`src/cbq_pkg.sv`:
```
package cbq_pkg;

  localparam int MaxSections = 8;
  localparam int SampleW     = 16;
  localparam int DlyW        = 24;
  localparam int CoefW       = 16;
  localparam int GainW       = 16;
  localparam int CoefFrac    = 14;
  localparam int GainFrac    = 12;
  localparam int NumSlots    = 5;

  localparam int SecIdxW  = (MaxSections > 1) ? $clog2(MaxSections) : 1;
  localparam int SecCntW  = $clog2(MaxSections + 1);
  localparam int ProdW    = CoefW + DlyW;
  localparam int AccW     = ProdW + 2;
  localparam int CoefRowW = NumSlots * CoefW;
  localparam int DlyRowW  = 2 * DlyW;

  localparam int KindW    = 1;
  localparam int CsecW    = 3;
  localparam int CslotW   = 3;
  localparam int CfgIdxW  = 4;
  localparam int CfgDataW = 16;
  localparam int SectW    = 4;

  // coefficient slots within one section row
  localparam logic [CslotW-1:0] SlotB0 = 3'd0;
  localparam logic [CslotW-1:0] SlotB1 = 3'd1;
  localparam logic [CslotW-1:0] SlotB2 = 3'd2;
  localparam logic [CslotW-1:0] SlotA1 = 3'd3;
  localparam logic [CslotW-1:0] SlotA2 = 3'd4;

  localparam logic [KindW-1:0] KindSample = 1'b0;
  localparam logic [KindW-1:0] KindCoef   = 1'b1;

  localparam logic [CfgIdxW-1:0] CfgGain     = 4'd0;
  localparam logic [CfgIdxW-1:0] CfgSections = 4'd1;

  localparam logic signed [GainW-1:0] GainReset = 16'sd4096;
  localparam logic [SectW-1:0]        SectReset = 4'd1;

  typedef enum logic [2:0] {
    AccHold     = 3'd0,
    AccLoadX    = 3'd1,
    AccSub      = 3'd2,
    AccAdd      = 3'd3,
    AccLoadProd = 3'd4
  } acc_op_e;

  typedef struct packed {
    logic    mul_en;
    acc_op_e acc_op;
  } mac_ctrl_t;

endpackage

```
`src/cascaded_biquad_iir_filter.sv`:
```
// channel   dir  handshake              payload
// in        in   in_valid_i/in_ready_o  kind_i sample_i coef_section_i coef_slot_i coef_value_i
// out       out  out_valid_o/out_ready_i filtered_sample_o
// cfg       in   cfg_valid_i/cfg_ready_o cfg_index_i cfg_data_i
//
// sample beats are accepted only in idle, once the last has passed its gain step;
// each section is nine steps around one shared 16x24 multiplier and accumulator,
// with the section's coefficient row and delay row read from the two section rams
// coefficient beats are a row read, merge and write back; a bad address is dropped
// reset clears the row valid bits, so both rams read as zero until written
// a finished result waits in the output register; only the gain step stalls on it
module cascaded_biquad_iir_filter (
  input  logic                                clk_i,
  input  logic                                rst_ni,
  input  logic                                in_valid_i,
  output logic                                in_ready_o,
  input  logic [cbq_pkg::KindW-1:0]           kind_i,
  input  logic signed [cbq_pkg::SampleW-1:0]  sample_i,
  input  logic [cbq_pkg::CsecW-1:0]           coef_section_i,
  input  logic [cbq_pkg::CslotW-1:0]          coef_slot_i,
  input  logic signed [cbq_pkg::CoefW-1:0]    coef_value_i,
  output logic                                out_valid_o,
  input  logic                                out_ready_i,
  output logic signed [cbq_pkg::SampleW-1:0]  filtered_sample_o,
  input  logic                                cfg_valid_i,
  output logic                                cfg_ready_o,
  input  logic [cbq_pkg::CfgIdxW-1:0]         cfg_index_i,
  input  logic [cbq_pkg::CfgDataW-1:0]        cfg_data_i
);

  localparam int SecIdxW = cbq_pkg::SecIdxW;
  localparam int SecCntW = cbq_pkg::SecCntW;
  localparam int CoefW   = cbq_pkg::CoefW;
  localparam int DlyW    = cbq_pkg::DlyW;
  localparam int NSec    = cbq_pkg::MaxSections;

  typedef enum logic [13:0] {
    StIdle   = 14'b00000000000001,
    StRead   = 14'b00000000000010,
    StLoad   = 14'b00000000000100,
    StMa1    = 14'b00000000001000,
    StMa2    = 14'b00000000010000,
    StMb1    = 14'b00000000100000,
    StVsat   = 14'b00000001000000,
    StMb2    = 14'b00000010000000,
    StMb0    = 14'b00000100000000,
    StYsat   = 14'b00001000000000,
    StGain   = 14'b00010000000000,
    StGsat   = 14'b00100000000000,
    StCread  = 14'b01000000000000,
    StCwrite = 14'b10000000000000
  } state_e;

  state_e state_q, state_d;

  logic [SecIdxW-1:0] k_q;
  logic [SecCntW-1:0] n_q, n_eff;
  logic [NSec-1:0]    coef_vld_q, dly_vld_q;
  logic               coef_rvld_q, dly_rvld_q;
  logic               out_valid_q;
  logic               gsat_go, last_sec, addr_ok, in_acc;

  logic signed [cbq_pkg::GainW-1:0] gain_q;
  logic [cbq_pkg::SectW-1:0]        sect_q;

  logic signed [DlyW-1:0]    x_q, v_q, v1_q, v2_q;
  logic signed [CoefW-1:0]   c_q [cbq_pkg::NumSlots];
  logic [SecIdxW-1:0]        csec_q;
  logic [cbq_pkg::CslotW-1:0] cslot_q;
  logic signed [CoefW-1:0]   cval_q;
  logic signed [cbq_pkg::SampleW-1:0] out_data_q;

  logic                         coef_re, coef_we, dly_re, dly_we;
  logic [SecIdxW-1:0]           coef_raddr;
  logic [cbq_pkg::CoefRowW-1:0] coef_rdata, coef_wdata;
  logic [cbq_pkg::DlyRowW-1:0]  dly_rdata, dly_wdata;

  cbq_pkg::mac_ctrl_t        mac_ctrl;
  logic signed [CoefW-1:0]   mul_a;
  logic signed [DlyW-1:0]    mul_b;
  logic signed [DlyW-1:0]    acc_sat;
  logic signed [cbq_pkg::SampleW-1:0] gain_sat;

  assign in_ready_o  = (state_q == StIdle);
  assign cfg_ready_o = 1'b1;
  assign in_acc      = in_valid_i && in_ready_o;
  assign out_valid_o = out_valid_q;
  assign filtered_sample_o = out_data_q;

  assign n_eff    = (int'(sect_q) > NSec) ? SecCntW'(NSec) : SecCntW'(sect_q);
  assign addr_ok  = (int'(coef_section_i) < NSec) && (coef_slot_i <= cbq_pkg::SlotA2);
  assign last_sec = ((SecCntW'(k_q) + SecCntW'(1)) == n_q);
  assign gsat_go  = (state_q == StGsat) && (!out_valid_q || out_ready_i);

  // section rams: one row per section
  assign coef_re    = (state_q == StRead) || (state_q == StCread);
  assign coef_raddr = (state_q == StCread) ? csec_q : k_q;
  assign coef_we    = (state_q == StCwrite);
  assign dly_re     = (state_q == StRead);
  assign dly_we     = (state_q == StYsat);
  assign dly_wdata  = {v1_q, v_q};

  always_comb begin
    coef_wdata = coef_rvld_q ? coef_rdata : '0;
    coef_wdata[cslot_q*CoefW +: CoefW] = cval_q;
  end

  cbq_ram #(
    .Width (cbq_pkg::CoefRowW),
    .Depth (NSec)
  ) u_coef_ram (
    .clk_i   (clk_i),
    .we_i    (coef_we),
    .waddr_i (csec_q),
    .wdata_i (coef_wdata),
    .re_i    (coef_re),
    .raddr_i (coef_raddr),
    .rdata_o (coef_rdata)
  );

  cbq_ram #(
    .Width (cbq_pkg::DlyRowW),
    .Depth (NSec)
  ) u_dly_ram (
    .clk_i   (clk_i),
    .we_i    (dly_we),
    .waddr_i (k_q),
    .wdata_i (dly_wdata),
    .re_i    (dly_re),
    .raddr_i (k_q),
    .rdata_o (dly_rdata)
  );

  // operand and accumulator schedule of one section
  always_comb begin
    mul_a = c_q[cbq_pkg::SlotA1];
    mul_b = v1_q;
    mac_ctrl.mul_en = 1'b0;
    mac_ctrl.acc_op = cbq_pkg::AccHold;
    case (state_q)
      StLoad: begin
        mac_ctrl.acc_op = cbq_pkg::AccLoadX;
      end
      StMa1: begin
        mac_ctrl.mul_en = 1'b1;
      end
      StMa2: begin
        mul_a = c_q[cbq_pkg::SlotA2];
        mul_b = v2_q;
        mac_ctrl.mul_en = 1'b1;
        mac_ctrl.acc_op = cbq_pkg::AccSub;
      end
      StMb1: begin
        mul_a = c_q[cbq_pkg::SlotB1];
        mac_ctrl.mul_en = 1'b1;
        mac_ctrl.acc_op = cbq_pkg::AccSub;
      end
      StVsat: begin
        mul_a = c_q[cbq_pkg::SlotB2];
        mul_b = v2_q;
        mac_ctrl.mul_en = 1'b1;
        mac_ctrl.acc_op = cbq_pkg::AccLoadProd;
      end
      StMb2: begin
        mul_a = c_q[cbq_pkg::SlotB0];
        mul_b = v_q;
        mac_ctrl.mul_en = 1'b1;
        mac_ctrl.acc_op = cbq_pkg::AccAdd;
      end
      StMb0: begin
        mac_ctrl.acc_op = cbq_pkg::AccAdd;
      end
      StGain: begin
        mul_a = gain_q;
        mul_b = x_q;
        mac_ctrl.mul_en = 1'b1;
      end
      default: begin
      end
    endcase
  end

  cbq_mac u_mac (
    .clk_i      (clk_i),
    .ctrl_i     (mac_ctrl),
    .mul_a_i    (mul_a),
    .mul_b_i    (mul_b),
    .x_i        (x_q),
    .acc_sat_o  (acc_sat),
    .gain_sat_o (gain_sat)
  );

  always_comb begin
    state_d = state_q;
    case (state_q)
      StIdle: begin
        if (in_acc) begin
          if (kind_i == cbq_pkg::KindCoef) begin
            state_d = addr_ok ? StCread : StIdle;
          end else begin
            state_d = (n_eff == '0) ? StGain : StRead;
          end
        end
      end
      StRead:   state_d = StLoad;
      StLoad:   state_d = StMa1;
      StMa1:    state_d = StMa2;
      StMa2:    state_d = StMb1;
      StMb1:    state_d = StVsat;
      StVsat:   state_d = StMb2;
      StMb2:    state_d = StMb0;
      StMb0:    state_d = StYsat;
      StYsat:   state_d = last_sec ? StGain : StRead;
      StGain:   state_d = StGsat;
      StGsat: begin
        if (gsat_go) begin
          state_d = StIdle;
        end
      end
      StCread:  state_d = StCwrite;
      StCwrite: state_d = StIdle;
      default:  state_d = StIdle;
    endcase
  end

  always_ff @(posedge clk_i or negedge rst_ni) begin
    if (!rst_ni) begin
      state_q     <= StIdle;
      k_q         <= '0;
      n_q         <= '0;
      coef_vld_q  <= '0;
      dly_vld_q   <= '0;
      coef_rvld_q <= 1'b0;
      dly_rvld_q  <= 1'b0;
      out_valid_q <= 1'b0;
      gain_q      <= cbq_pkg::GainReset;
      sect_q      <= cbq_pkg::SectReset;
    end else begin
      state_q <= state_d;
      if (in_acc && (kind_i == cbq_pkg::KindSample)) begin
        k_q <= '0;
        n_q <= n_eff;
      end
      if (state_q == StYsat) begin
        k_q <= k_q + SecIdxW'(1);
        dly_vld_q[k_q] <= 1'b1;
      end
      if (coef_we) begin
        coef_vld_q[csec_q] <= 1'b1;
      end
      if (coef_re) begin
        coef_rvld_q <= coef_vld_q[coef_raddr];
      end
      if (dly_re) begin
        dly_rvld_q <= dly_vld_q[k_q];
      end
      out_valid_q <= (out_valid_q && !out_ready_i) || gsat_go;
      if (cfg_valid_i && cfg_ready_o) begin
        case (cfg_index_i)
          cbq_pkg::CfgGain:     gain_q <= cfg_data_i;
          cbq_pkg::CfgSections: sect_q <= cfg_data_i[cbq_pkg::SectW-1:0];
          default: begin
          end
        endcase
      end
    end
  end

  always_ff @(posedge clk_i) begin
    if (in_acc) begin
      x_q     <= DlyW'(sample_i);
      csec_q  <= SecIdxW'(coef_section_i);
      cslot_q <= coef_slot_i;
      cval_q  <= coef_value_i;
    end
    if (state_q == StLoad) begin
      for (int i = 0; i < cbq_pkg::NumSlots; i++) begin
        c_q[i] <= coef_rvld_q ? coef_rdata[i*CoefW +: CoefW] : '0;
      end
      v1_q <= dly_rvld_q ? dly_rdata[DlyW-1:0] : '0;
      v2_q <= dly_rvld_q ? dly_rdata[2*DlyW-1:DlyW] : '0;
    end
    if (state_q == StVsat) begin
      v_q <= acc_sat;
    end
    if (state_q == StYsat) begin
      x_q <= acc_sat;
    end
    if (gsat_go) begin
      out_data_q <= gain_sat;
    end
  end

  a_dly_we_in_range: assert property (@(posedge clk_i) disable iff (!rst_ni)
    dly_we |-> (SecCntW'(k_q) < n_q))
    else $error("delay row written beyond the sections in use");

  a_ram_we_exclusive: assert property (@(posedge clk_i) disable iff (!rst_ni)
    !(dly_we && coef_we))
    else $error("both section rams written in one cycle");

  a_coef_slot_ok: assert property (@(posedge clk_i) disable iff (!rst_ni)
    coef_we |-> (cslot_q <= cbq_pkg::SlotA2))
    else $error("coefficient merge with a bad slot");

  a_result_shown: assert property (@(posedge clk_i) disable iff (!rst_ni)
    gsat_go |=> (out_valid_q && (state_q == StIdle)))
    else $error("gain result not presented");

  a_no_accept_busy: assert property (@(posedge clk_i) disable iff (!rst_ni)
    (state_q == StRead) |=> (state_q == StLoad) && !in_ready_o)
    else $error("section step sequence broken");

endmodule

```
`src/cbq_ram.sv`:
```
module cbq_ram #(
  parameter int Width = 8,
  parameter int Depth = 2,
  parameter int AddrW = (Depth > 1) ? $clog2(Depth) : 1
) (
  input  logic             clk_i,
  input  logic             we_i,
  input  logic [AddrW-1:0] waddr_i,
  input  logic [Width-1:0] wdata_i,
  input  logic             re_i,
  input  logic [AddrW-1:0] raddr_i,
  output logic [Width-1:0] rdata_o
);

  logic [Width-1:0] mem_q [Depth];
  logic [Width-1:0] rdata_q;

  always_ff @(posedge clk_i) begin
    if (we_i) begin
      mem_q[waddr_i] <= wdata_i;
    end
    if (re_i) begin
      rdata_q <= mem_q[raddr_i];
    end
  end

  assign rdata_o = rdata_q;

endmodule

```
`src/cbq_mac.sv`:
```
module cbq_mac (
  input  logic                              clk_i,
  input  cbq_pkg::mac_ctrl_t                ctrl_i,
  input  logic signed [cbq_pkg::CoefW-1:0]  mul_a_i,
  input  logic signed [cbq_pkg::DlyW-1:0]   mul_b_i,
  input  logic signed [cbq_pkg::DlyW-1:0]   x_i,
  output logic signed [cbq_pkg::DlyW-1:0]   acc_sat_o,
  output logic signed [cbq_pkg::SampleW-1:0] gain_sat_o
);

  localparam int AccW    = cbq_pkg::AccW;
  localparam int ProdW   = cbq_pkg::ProdW;
  localparam int DlyW    = cbq_pkg::DlyW;
  localparam int SampleW = cbq_pkg::SampleW;

  localparam logic signed [AccW-1:0]  AccHalf  = AccW'(1) <<< (cbq_pkg::CoefFrac - 1);
  localparam logic signed [ProdW-1:0] GainHalf = ProdW'(1) <<< (cbq_pkg::GainFrac - 1);
  localparam logic signed [DlyW-1:0]    DlyMax  = {1'b0, {(DlyW-1){1'b1}}};
  localparam logic signed [DlyW-1:0]    DlyMin  = {1'b1, {(DlyW-1){1'b0}}};
  localparam logic signed [SampleW-1:0] SmpMax  = {1'b0, {(SampleW-1){1'b1}}};
  localparam logic signed [SampleW-1:0] SmpMin  = {1'b1, {(SampleW-1){1'b0}}};

  logic signed [ProdW-1:0] prod_d, prod_q;
  logic signed [AccW-1:0]  acc_d, acc_q;
  logic signed [AccW-1:0]  prod_ext, x_ext, acc_rnd;
  logic signed [ProdW-1:0] gain_rnd;
  logic                    acc_fits, gain_fits;

  assign prod_d   = ProdW'(mul_a_i) * ProdW'(mul_b_i);
  assign prod_ext = AccW'(prod_q);
  assign x_ext    = AccW'(x_i) <<< cbq_pkg::CoefFrac;

  always_comb begin
    case (ctrl_i.acc_op)
      cbq_pkg::AccLoadX:    acc_d = x_ext;
      cbq_pkg::AccSub:      acc_d = acc_q - prod_ext;
      cbq_pkg::AccAdd:      acc_d = acc_q + prod_ext;
      cbq_pkg::AccLoadProd: acc_d = prod_ext;
      default:              acc_d = acc_q;
    endcase
  end

  always_ff @(posedge clk_i) begin
    if (ctrl_i.mul_en) begin
      prod_q <= prod_d;
    end
    acc_q <= acc_d;
  end

  // round half up, then clamp to the delay width
  assign acc_rnd  = (acc_q + AccHalf) >>> cbq_pkg::CoefFrac;
  assign acc_fits = (acc_rnd[AccW-1:DlyW-1] == '0) || (acc_rnd[AccW-1:DlyW-1] == '1);
  assign acc_sat_o = acc_fits ? acc_rnd[DlyW-1:0] : (acc_rnd[AccW-1] ? DlyMin : DlyMax);

  assign gain_rnd  = (prod_q + GainHalf) >>> cbq_pkg::GainFrac;
  assign gain_fits = (gain_rnd[ProdW-1:SampleW-1] == '0) ||
                     (gain_rnd[ProdW-1:SampleW-1] == '1);
  assign gain_sat_o = gain_fits ? gain_rnd[SampleW-1:0] : (gain_rnd[ProdW-1] ? SmpMin : SmpMax);

endmodule
```
`config.mk`:
```
export PLATFORM = sky130hd
export DESIGN_NAME = cascaded_biquad_iir_filter
export DESIGN_NICKNAME = d
export VERILOG_FILES = /design/src/cbq_pkg.sv /design/src/cascaded_biquad_iir_filter.sv /design/src/cbq_ram.sv /design/src/cbq_mac.sv
export SDC_FILE = /design/constraint.sdc
export NUM_CORES = 2
export LEC_CHECK = 0
export ABC_CLOCK_PERIOD_IN_PS = 13500
export BUFFER_PORTS_ARGS = -buffer_cell sky130_fd_sc_hd__buf_2
export CAP_MARGIN = 0
export CORE_MARGIN = 2
export CORE_UTILIZATION = 45
export CTS_BUF_LIST = sky130_fd_sc_hd__clkbuf_8 sky130_fd_sc_hd__clkbuf_16
export CTS_CLUSTER_DIAMETER = 120
export CTS_CLUSTER_SIZE = 14
export DETAILED_ROUTE_END_ITERATION = 10
export GPL_TIMING_DRIVEN = 0
export PLACE_DENSITY_LB_ADDON = 0.05
export SYNTH_ARGS = -nofsm -noshare
export SYNTH_HDL_FRONTEND = slang
export SYNTH_SLANG_ARGS = --single-unit
```
`constraint.sdc`:
```
create_clock -name clk_i -period 13.5 [get_ports clk_i]
set_input_delay 2.025 -clock clk_i [delete_from_list [all_inputs] [get_ports clk_i]]
set_output_delay 2.025 -clock clk_i [all_outputs]
set_load 0.01 [all_outputs]
```
==> reports/metrics.csv <==
stage,metric,value,unit
global_routing,antenna_found_initial,6,
synth,synth_top_area_share,0.567,
sta,period_share,0.844,
route,drc,0,
pwr,ir_drop,0.347,mV
worst_setup_path,cpPeakStageDelay,810,ps
clock_tree,cts_resized,0,
worst_setup_path,cp_top_family,adder cells,
route,vias,48400,
clock_tree,numCtsBuffers,119,
sta,setup_viol,0,
synth,synth_edf_count,1448,
synth,synth_area_leaders,"edfxtp_1 57%, fa_1 9.8%, nand2_1 5.2%",
worst_setup_path,cp.buffers_inverters,7,
route,drt_iter0_drc,4777,
clock_tree,root_buffer,clkbuf_16,
floorplanning,core,0.169,mm^2
floorplanning,start_util,0.453,
pwr,p_sw_frac,0.379,
synth,async_flop_share,0.0398,
sta,fmax,87.8,MHz
floorplanning,rows,151,
global_routing,grt_use_total,0.270,
clock_tree,cts_buffer_depth,3,
min_path,hold_path_class,reg -> reg,
pwr,power_frac_clock,0.202,
global_routing,grt_pass1_wl,338000,um
synth,syn_inst,6006,
final_layout,syn2layout_area_growth,11.0,%
synth,yosysWarnings,0,
sta,min_period,11390,ps
outcome,outcome,finished clean,
pwr,leakagePower,31.9,nW
worst_setup_path,path_class,reg -> reg,
sta,rsz0062_at_grt,no,
pwr,powerDensity,195,mW/mm^2
worst_setup_path,end_kind,flip-flop,
synth,synth_fp_nets,6591,
pwr,comb_power_share,0.435,
placed_design,dp_hpwl,172000,um
placed_design,portBuffers,81,
final_layout,stdcell_area,0.0851,mm^2
sta,tightest_slew,1410,ps
final_layout,multi_input_comb_area,0.0288,mm^2
sta,hold_violations,0,
clock_tree,tritoncts,done,
clock_tree,post-cts-setup-buffers,0,
worst_setup_path,startpoint_type,flip-flop,
sta,relSlewSlack,0.0530,
clock_tree,htreeDepth,3,
final_layout,layout-drive-gt1-share,0.126,
clock_tree,clkSinkCount,1508,
synth,ys_seq_elements,1508,
pwr,finalPower,0.0166,W
global_routing,grt_max_degree,56,
route,vias_per_cell,5.60,
final_layout,layout.nets,6911,
synth,synth_seq_area_share,0.587,
synth,synth_top_flop_cell,edfxtp_1,
worst_setup_path,required,14010,ps
floorplanning,top_level_ports,83,
route,drtPass1Iterations,7,
synth,synth_area_per_cell,12.8,um^2
route,routed_wirelength,234000,um
worst_setup_path,cp_data_arrival_time,11890,ps
final_layout,final_util,0.503,
global_routing,globalRouteOverflowTotal,0,
synth,yosysMostFrequentCell,edfxtp_1,
worst_setup_path,slowest_stage,o41ai_1,
placed_design,place_area,0.0815,mm^2
route,routedWlPerCell,27.1,um
synth,synth.distinct_cells,88,
sta,fin_skew,56.1,ps
final_layout,fillers,14900,
clock_tree,clkLatencyLatePin,810,ps
synth,netlist_area,0.0766,mm^2
floorplanning,dieWidth,417,um
final_layout,seqCellArea,0.0450,mm^2
global_routing,grt_pass1_vias,47900,
sta,final_max_slew_viol_count,0,
floorplanning,die_h,417,um
floorplanning,dieArea,0.174,mm^2
synth,ys_top_cells_by_count,"1,448 x edfxtp_1, 1,059 x nand2_1, 464 x nand3_1",
worst_setup_path,critPathMaxFanout,10,
pwr,internal_power,0.0103,W
placed_design,gp_congestion,0.923,
clock_tree,cts_hold_buf,0,
synth,yosysTopAreaCell,edfxtp_1,
pwr,pwr-share-seq,0.362,
pwr,switchingPower,0.00628,W
worst_setup_path,crit_path_frequent_cell,fa_1,
clock_tree,clk_pin_slew,70,ps
run,maxCapViolCount,0,
route,ant_nets,0,
==> kinds of logic after synthesis <==
kind of cell             count (synthesis)  share of synthesized area
multiplexers                           272                     0.0543
flip-flops                            1508                      0.587
AND/OR/NAND/NOR                       2180                      0.129
AO/OA/AOI/OAI                          591                     0.0494
other                                    1                  0.0000489
adder cells (fa/ha/maj)                521                      0.122
XOR/XNOR                               167                     0.0191
buffers and inverters                  766                     0.0397
==> metrics by stage <==
step                      instances  hold WS, ps  worst slack (ps)  setup TNS [ps]
after CTS                      8639          468              2260               0
after global placement         8305          449             -1130         -104190
after floorplan                6006          434              5280               0
after detailed placement       8423          451              2330               0
final                          8643          472              2110               0
after global routing           8640          483              1760               0
==> layer usage <==
layer	routed length, um	track usage	up-vias	share of wire
met2	112000	0.444	1700	0.48
met1	97500	0.363	24600	0.42
li1	-	-	21700	-
met3	14300	0.0375	379	0.061
met4	10200	0.108	6	0.044
met5	42	0	-	0.00018
==> power groups by stage <==
| stage | clock network (W) | logic (W) | registers, W |
|---|---|---|---|
| floorplan | 0 | 0.00502 | 0.00598 |
| global placement | 0 | 0.00711 | 0.00611 |
| detailed placement | 0 | 0.00717 | 0.00610 |
| CTS | 0.00342 | 0.00721 | 0.00600 |
| global route | 0.00358 | 0.00810 | 0.00600 |
| finish | 0.00335 | 0.00721 | 0.00600 |
==> cells in the final DEF, fill, tap and decap left out, types with 17 or more instances in the layout <==
master	n
a222oi_1	39
nand2_1	1059
nand4_1	21
dfrtp_1	57
and2_1	144
o21a_1	40
edfxtp_1	1448
mux4_2	98
or2_2	22
nor2b_1	17
a21o_1	38
mux2_2	167
buf_4	45
nor3_1	21
clkbuf_16	119
inv_1	547
nand2b_1	39
a21oi_1	96
buf_6	47
and3_1	20
clkbuf_1	167
buf_1	28
nor2_1	271
fa_1	375
o21ai_2	17
xor2_1	67
o21ai_0	208
o21ai_1	32
xnor2_1	100
buf_2	177
ha_1	146
a22oi_1	20
nand3_1	463
buf_12	19
==> state kept, by name (all words and copies together) (netlist names), 8 cells and up <==
| register | flops |
|---|---|
| c_q | 80 |
| coef_vld_q | 8 |
| cval_q | 16 |
| dly_vld_q | 8 |
| filtered_sample_o | 16 |
| gain_q | 16 |
| state_q | 14 |
| u_coef_ram.mem_q | 640 |
| u_coef_ram.rdata_o | 80 |
| u_dly_ram.mem_q | 384 |
| u_dly_ram.rdata_o | 48 |
| u_mac.acc_q | 42 |
| u_mac.prod_q | 40 |
| v1_q | 24 |
| v2_q | 24 |
| v_q | 24 |
| x_q | 24 |
==> cell type report <==
cell class / instances / area share
diodes: 4 / 0.000118
clock inverters: 97 / 0.00652
repair buffers: 199 / 0.0229
flip-flops and latches: 1508 / 0.529
clock buffers: 119 / 0.0350
well taps: 2218 / 0.0326
inverters: 462 / 0.0204
plain buffers: 304 / 0.0154
multi-input cells: 3732 / 0.338
==> worst register-to-register path, delay by kind of cell, from the launching register on <==
family          cells  cell delay (ps)
xor+xnor            1              400
compound gates      9             2980
fa+ha+maj           7             3390
simple gates        8             2470
flops               1              480
buf+inv             7             1380
==> final timing paths <==
kind                         startpoint  cells after the start               end  slack (ps)
max                          state_q[8]                     32  u_mac.prod_q[38]        2110
min                        dly_vld_q[6]                      1      dly_vld_q[6]         470
max reg2reg                  state_q[8]                     32  u_mac.prod_q[38]        2110
min reg2reg                dly_vld_q[6]                      1      dly_vld_q[6]         470
max in group asynchronous        rst_ni                      2        state_q[0]       11660
min in group asynchronous        rst_ni                      1      dly_vld_q[0]        1160
(Power assumes the default switching activity.)
